**config.mk**
```make
export PLATFORM = sky130hd
export DESIGN_NAME = pacr_score
export DESIGN_NICKNAME = d
export VERILOG_FILES = /design/src/sv/pacr_pkg.sv /design/src/sv/pacr_score.sv
export SDC_FILE = /design/constraint.sdc
export NUM_CORES = 2
export LEC_CHECK = 0
export BUFFER_PORTS_ARGS = -buffer_cell sky130_fd_sc_hd__buf_2
export CAP_MARGIN = 20
export CORE_AREA = 2 2 393 395
export DETAILED_ROUTE_END_ITERATION = 10
export DIE_AREA = 0 0 395 397
export PLACE_DENSITY = 0.65
export SYNTH_ARGS = -nofsm -noshare
export SYNTH_HDL_FRONTEND = slang
export SYNTH_SLANG_ARGS = --single-unit
```
**constraint.sdc**
```tcl
create_clock -name vclk -period 43.9
set_input_delay 8.78 -clock vclk [all_inputs]
set_output_delay 8.78 -clock vclk [all_outputs]
set_load 0.05 [all_outputs]
```
**src/sv/pacr_pkg.sv**
```systemverilog
// Package with the word types, state codes and constants of the phase-adaptive victim chooser.
`default_nettype none
package pacr_pkg;

  localparam int unsigned ADDR_W      = 48;
  localparam int unsigned TIME_W      = 32;
  localparam int unsigned STRIDE_W    = 17;
  localparam int unsigned CNT_W       = 8;
  localparam int unsigned SCORE_W     = TIME_W + 2;
  localparam int unsigned STRIDE_LIM  = 1 << 15;

  localparam logic [7:0] MATCH_BONUS_RST  = 8'd32;
  localparam logic [7:0] MRU_BONUS_RST    = 8'd8;
  localparam logic [7:0] PHASE_WINDOW_RST = 8'd32;

  localparam logic [1:0] CFG_MATCH_BONUS  = 2'd0;
  localparam logic [1:0] CFG_MRU_BONUS    = 2'd1;
  localparam logic [1:0] CFG_PHASE_WINDOW = 2'd2;

  localparam logic CMD_QUERY  = 1'b0;
  localparam logic CMD_UPDATE = 1'b1;

  typedef struct packed {
    logic              cmd;
    logic [10:0]       set_index;
    logic [3:0]        way_index;
    logic [ADDR_W-1:0] address;
    logic [ADDR_W-1:0] pc;
  } in_word_t;

  typedef struct packed {
    logic [3:0] victim_way;
    logic       mode_used;
  } out_word_t;

  // Per-set phase detector state.
  typedef struct packed {
    logic             mode;
    logic [CNT_W-1:0] votes_sp;
    logic [CNT_W-1:0] votes_pc;
    logic [CNT_W-1:0] count;
  } phase_t;

  typedef enum logic [2:0] {
    ST_CLEAR,
    ST_IDLE,
    ST_READ,
    ST_EXEC,
    ST_SCORE,
    ST_OUT
  } state_e;

endpackage
`default_nettype wire

```
**src/sv/pacr_score.sv**
```systemverilog
// Scoring unit: reuse score of one way against the set's histories.
`default_nettype none
module pacr_score #(
  parameter int unsigned PCH = 8,
  parameter int unsigned AH  = 8,
  parameter int unsigned RW  = 4
) (
  input  wire logic                                  mode_i,
  input  wire logic [pacr_pkg::TIME_W-1:0]           time_i,
  input  wire logic [pacr_pkg::TIME_W-1:0]           way_time_i,
  input  wire logic [pacr_pkg::ADDR_W-1:0]           way_addr_i,
  input  wire logic [pacr_pkg::ADDR_W-1:0]           way_pc_i,
  input  wire logic [RW-1:0]                         way_rank_i,
  input  wire logic [PCH*pacr_pkg::ADDR_W-1:0]       pc_ring_i,
  input  wire logic [AH*pacr_pkg::ADDR_W-1:0]        addr_ring_i,
  input  wire logic signed [pacr_pkg::STRIDE_W-1:0]  stride_i,
  input  wire logic [7:0]                            match_bonus_i,
  input  wire logic [7:0]                            mru_bonus_i,
  output logic signed [pacr_pkg::SCORE_W-1:0]        score_o
);

  localparam int unsigned AW = pacr_pkg::ADDR_W;

  logic              pc_hit;
  logic              near_hit;
  logic [AW:0]       st_mag;
  logic [AW:0]       diff;
  logic [AW:0]       diff_mag;
  logic [AW-1:0]     h;

  // Magnitude of the stride, widened to the difference width.
  always_comb begin
    st_mag = (AW+1)'(stride_i[pacr_pkg::STRIDE_W-1] ? -stride_i : stride_i);
  end

  // History compares run in parallel over the ring entries.
  always_comb begin
    pc_hit   = 1'b0;
    near_hit = 1'b0;
    diff     = '0;
    diff_mag = '0;
    h        = '0;
    for (int unsigned i = 0; i < PCH; i++) begin
      if (pc_ring_i[i*AW +: AW] == way_pc_i) pc_hit = 1'b1;
    end
    for (int unsigned i = 0; i < AH; i++) begin
      h        = addr_ring_i[i*AW +: AW];
      diff     = {1'b0, h} - {1'b0, way_addr_i};
      diff_mag = diff[AW] ? -diff : diff;
      if (h == way_addr_i) near_hit = 1'b1;
      if ((st_mag != '0) && (diff_mag <= st_mag)) near_hit = 1'b1;
    end
  end

  // Age minus the bonuses that apply.
  always_comb begin
    logic hit;
    hit = mode_i ? near_hit : pc_hit;
    score_o = $signed({2'b00, time_i - way_time_i})
            - $signed(pacr_pkg::SCORE_W'(hit ? match_bonus_i : 8'd0))
            - $signed(pacr_pkg::SCORE_W'((way_rank_i <= RW'(1)) ? mru_bonus_i : 8'd0));
  end

endmodule
`default_nettype wire
```
Word-level counts from Yosys, hierarchy flattened
Cells that the tools add are included.
{"block": "word_totals", "register_bits": 0, "latchBits": 0, "mem_bits_rw": 0, "romBits": 0, "input_bits": 966, "output_inout_bits": 34, "wordCells": 90, "memories": 0}
{"block": "classes", "n_addsub": 20, "n_mul": 0, "div_mod_pow": 0, "magnitude_cmp": 9, "eq_ne": 16, "shift": 0, "mux": 36, "n_bitwise": 0, "reduce_logical": 9}
{"operator": "$eq A48 B48 Y1", "n": 16}
{"operator": "$mux W49", "n": 9}
{"operator": "$le A49 B49 Y1", "n": 8}
{"operator": "$neg A49 Y49", "n": 8}
{"operator": "$sub A48 B48 Y49", "n": 8}
{"operator": "$neg A17 Y49", "n": 1}
{"operator": "$reduce_bool A49 Y1", "n": 1}
{"operator": "$sub A33 B9 Y34", "n": 1}
{"operator": "$sub A32 B8 Y33", "n": 1}
{"operator": "$sub A32 B32 Y32", "n": 1}
{"operator": "$mux W1", "n": 25}
{"operator": "$mux W8", "n": 2}
{"operator": "$logic_and A1 B1 Y1", "n": 8}
{"operator": "$le A4 B1 Y1 const B", "n": 1}

Longest topological paths before layout
{"block": "depth", "depth_word": 24, "depth_mapped": 49, "ltp_nobuf": 47}

Least setup slack after synthesis
Ideal clock, no wire load.
{"block": "synth_path", "kind": "input-to-output", "start": "in way_addr_i[1] (netlist bit)", "end": "out score_o[32] (netlist bit)", "t_arrival_ns": 20.719, "required_time_ns": 35.120, "setup_slack_ns": 14.401, "path_stages": 41, "path_buffers": 0, "cell_sequence": "inv_1 > ha_1 > nor2b_1 > o21ba_2 > or4_1 > a211oi_2 > nand4_1 > or2_2 > or4_4 > or3_4 > and4bb_2 > or3b_4 > o31ai_4 > xnor2_1 > ha_1 > nand4_1 > or2_2 > or4_1 > (+5 left out) > a41o_1 > nor4_1 > o211ai_1 > o2111a_1 > ha_1 > inv_1 > fa_1 > a211oi_1 > o21bai_1 > a31oi_1 > or3b_1 > a211oi_2 > nand4b_1 > nor4bb_1 > or4b_2 > xor2_1 > nand2_1 > o41ai_1"}
{"block": "synth_via", "elab_chain_cells": 24, "word_cells_on_any_way": 68, "cone_classes": "add/sub: 18; order compare: 8; eq/ne: 8; mux: 26; reduce/logical: 8"}
{"element": "start: declaration", "line_no": "pacr_score.sv:11", "rtl": "input wire logic [pacr_pkg::ADDR_W-1:0] way_addr_i,"}
{"element": "$sub A48 B48 Y49", "line_no": "pacr_score.sv:48", "rtl": "diff = {1'b0, h} - {1'b0, way_addr_i};"}
{"element": "$neg A49 Y49", "line_no": "pacr_score.sv:49", "rtl": "diff_mag = diff[AW] ? -diff : diff;"}
{"element": "$mux W49", "line_no": "pacr_score.sv:49"}
{"element": "$le A49 B49 Y1", "line_no": "pacr_score.sv:51", "rtl": "if ((st_mag != '0) && (diff_mag <= st_mag)) near_hit = 1'b1;"}
{"element": "$logic_and A1 B1 Y1", "line_no": "pacr_score.sv:51"}
{"element": "$mux W1", "line_no": "pacr_score.sv:51"}
{"element": "$mux W1", "line_no": "pacr_score.sv:50", "rtl": "if (h == way_addr_i) near_hit = 1'b1;"}
{"element": "$mux W1", "line_no": "pacr_score.sv:51"}
{"element": "(+8 left out)"}
{"element": "$mux W1", "line_no": "pacr_score.sv:50"}
{"element": "$mux W1", "line_no": "pacr_score.sv:51"}
{"element": "$mux W1", "line_no": "pacr_score.sv:50"}
{"element": "$mux W1 *", "line_no": "pacr_score.sv:51"}
{"element": "$mux W1 *", "line_no": "pacr_score.sv:58", "rtl": "hit = mode_i ? near_hit : pc_hit;"}
{"element": "$mux W8 *", "line_no": "pacr_score.sv:60", "rtl": "- $signed(pacr_pkg::SCORE_W'(hit ? match_bonus_i : 8'd0))"}
{"element": "$sub A32 B8 Y33 *", "line_no": "pacr_score.sv:60"}
{"element": "$sub A33 B9 Y34 *", "line_no": "pacr_score.sv:61", "rtl": "- $signed(pacr_pkg::SCORE_W'((way_rank_i <= RW'(1)) ? mru_bonus_i : 8'd0));"}
{"element": "end: declaration", "line_no": "pacr_score.sv:19", "rtl": "output logic signed [pacr_pkg::SCORE_W-1:0] score_o"}
Every way passes the cells marked *; elsewhere a longest branch is shown, timed or not.

Worst setup path in the final report
{"block": "layout_path", "start": "in way_addr_i[2] (netlist bit)", "end": "out score_o[31] (netlist bit)"}
The elaborated chain is that of the path after synthesis.

==> metrics.csv <==
stage,metric,value,unit
outcome,outcome,"complete, no violations",
synth,Adder-Cell Fraction of Synth Area,21.0,%
timing,TNS Setup,0,ns
die,Die Width,395,um
synth,simple-gate share of the synthesized area,25.0,%
final_layout,Final nets,10200,
global_routing,total track usage,33.6,%
job,max cap viols,0,
global_routing,vias in the first global route,57700,
route,number of iterations in the first detailed-routing pass,6,
final_layout,area delta synth->final,16.8,%
route,DR vias,62500,
worst_setup_path,Slowest cell on crit path,nor4_1,
timing,Max Freq,31.0,MHz
die,Std-Cell Rows,144,
die,core area,153000,sq um
worst_setup_path,Required @ worst endpoint,35.12,ns
final_layout,most frequent cells in the layout,"buf_2, ha_1, a21oi_1",
synth,Yosys cell types,93,
die,overall die area,157000,sq um
worst_setup_path,WS Path Type,input pin to primary output,
final_layout,sequential cell count,0,
timing,RSZ-0062 raised after global routing,false,
synth,xor/xnor share of the synthesized area,18.8,%
worst_setup_path,CP max FO,8,
global_routing,grt total ovfl,0,
synth,largest family of logic cells by synthesized area,compound AO/OA/AOI/OAI gates,
final_layout,Fill cells,16400,
timing,Final setup viols,0,
timing,max-slew violations,0,
route,total length of routed wires,280,mm
final_layout,clkbuf count,0,
die,Starting Density,33.2,%
global_routing,initial antenna violation count,78,
clock_tree,hold_buf cts,0,
worst_setup_path,Setup crit start kind,input pin,
route,number of remaining DRC errors,0,
final_layout,Register Area,0,sq um
die,# IOs,1000,
placed_design,hpwl dp,233,mm
final_layout,share of cells above drive strength 1,14.6,%
final_layout,Multi-input gate area,49900,sq um
route,mean routed wirelength per cell,26.7,um
worst_setup_path,max incr delay on CP,0.79,ns
global_routing,largest net degree at the start of global routing,34,
route,antenna-violating nets left,0,
timing,final period utilization,73.6,%
placed_design,port bufs,999,
final_layout,"commonest non-fill, non-tap cell in the layout",buf_2,
synth,Post-Syn Area,50800,sq um
synth,complex-gate fraction of the synthesized area,30.7,%
worst_setup_path,CP Capture Type,primary output,
worst_setup_path,beginning of the critical path,way_addr_i[2],
placed_design,Final Wtd Congestion,1.01,
timing,Slew @ Worst Pin,1.34,ns
worst_setup_path,crit-path most repeated cell,nor4_1,
hold_path,hold crit path type,input pin to primary output,
synth,"Avg Cell Area, Syn",6.95,sq um
synth,Yosys warning count,0,
global_routing,first-pass GRT wire length,391,mm
route,Iteration-0 DRC Markers,5511,
worst_setup_path,Setup crit end,score_o[31],
clock_tree,CTS resizes,0,
timing,headroom to the max-slew limit,10.2,%
timing,final hold vios,0,
synth,Syn Inst Count,7307,
synth,post-synthesis sequential area ratio,0,%
clock_tree,Post-CTS Setup Inserts,0,
synth,multiplexer share of the synthesized area,0.665,%
die,Chip Height,397,um
timing,Period minus WS final,32.30,ns
hold_path,min-delay src,mru_bonus_i[0],
worst_setup_path,CP arrival,23.52,ns
route,vias per cell,5.96,
==> synthesized netlist by cell type (all sizes together), types with 14 or more instances <==
cell type,n,share of area [%]
a211oi,71,1.1
nor2b,78,0.96
nand2,533,3.9
o211ai,65,0.96
o221ai,14,0.24
nand2b,68,0.84
o21bai,73,1.1
o41ai,20,0.35
a21oi,668,6.6
ha,832,21
nor4b,20,0.35
xnor2,484,8.4
inv,268,2.0
nand3,174,1.7
mux2i,27,0.53
a221o,15,0.30
a311oi,17,0.29
or2,46,0.57
nand4,237,2.9
a21boi,35,0.52
nor4,177,2.2
o21ai,435,4.3
nor3b,31,0.46
a31oi,102,1.3
a2111oi,24,0.42
or4,36,0.54
or3,80,1.0
and4,40,0.69
o311ai,17,0.29
xor2,606,10
and2,85,1.0
o31a,25,0.43
nor2,474,3.5
o21a,124,1.8
a221oi,21,0.37
a211o,23,0.40
o31ai,84,1.3
o211a,16,0.32
nor3,204,2.0
a21o,370,5.5
and3,86,1.1
o2111ai,33,0.57
clkbuf,254,1.9
==> cell type report <==
class | count | area share (%)
antenna | 45 | 0.190
timing repair buffer | 1091 | 9.65
inverter | 268 | 1.70
tap | 2044 | 4.31
multi-input combinational | 7033 | 84.1
==> layer usage <==
layer	vias to the layer above	wire, um	track usage [%]
li1	29500	-	-
met1	29500	111000	41.4
met2	2860	124000	54.5
met3	572	24200	6.01
met4	44	19400	20.3
met5	-	270	0
==> how the worst min path moves through the flow <==
stage / to / cells past startpoint / slack [ns]
3_3_place_gp: score_o[2] / 5 / 18.19
2_1_floorplan: score_o[0] / 3 / 17.95
3_5_place_dp: score_o[2] / 5 / 18.19
6_report: score_o[0] / 5 / 18.20
4_1_cts: score_o[2] / 5 / 18.19
5_1_grt: score_o[2] / 5 / 18.24
==> critical path, delay by kind of cell <==
family,cells,cell delay (ns)
adder cells (fa/ha/maj),4,1.33
AO/OA/AOI/OAI,12,4.05
buffers and inverters,4,1.19
AND/OR/NAND/NOR,19,7.23
XOR/XNOR,4,0.89
==> cell families (layout without fill, tap and decap cells) <==
group / count (synthesis) / count (layout)
buffers and inverters: 529 / 1359
and+or+nand+nor: 2434 / 2434
xor gates and xnor gates: 1090 / 1090
adders and majority gates: 844 / 844
AOI/OAI and AO/OA: 2376 / 2376
other: 1 / 301
muxes: 33 / 33
==> metrics by stage <==
| step | instance area, sq um | hold slack, ns | setup WS (ns) | cells | utilization, % |
|---|---|---|---|---|---|
| 2_1_floorplan | 51700 | 17.95 | 14.40 | 7562 | - |
| 3_3_place_gp | 59100 | 18.19 | 11.89 | 10400 | 38.6 |
| 3_5_place_dp | 59100 | 18.19 | 11.88 | 10400 | 38.7 |
| 4_1_cts | 59100 | 18.19 | 11.81 | 10400 | 38.7 |
| 5_1_grt | 59200 | 18.24 | 11.05 | 10500 | 38.7 |
| 6_report | 59300 | 18.20 | 11.60 | 10500 | 38.8 |
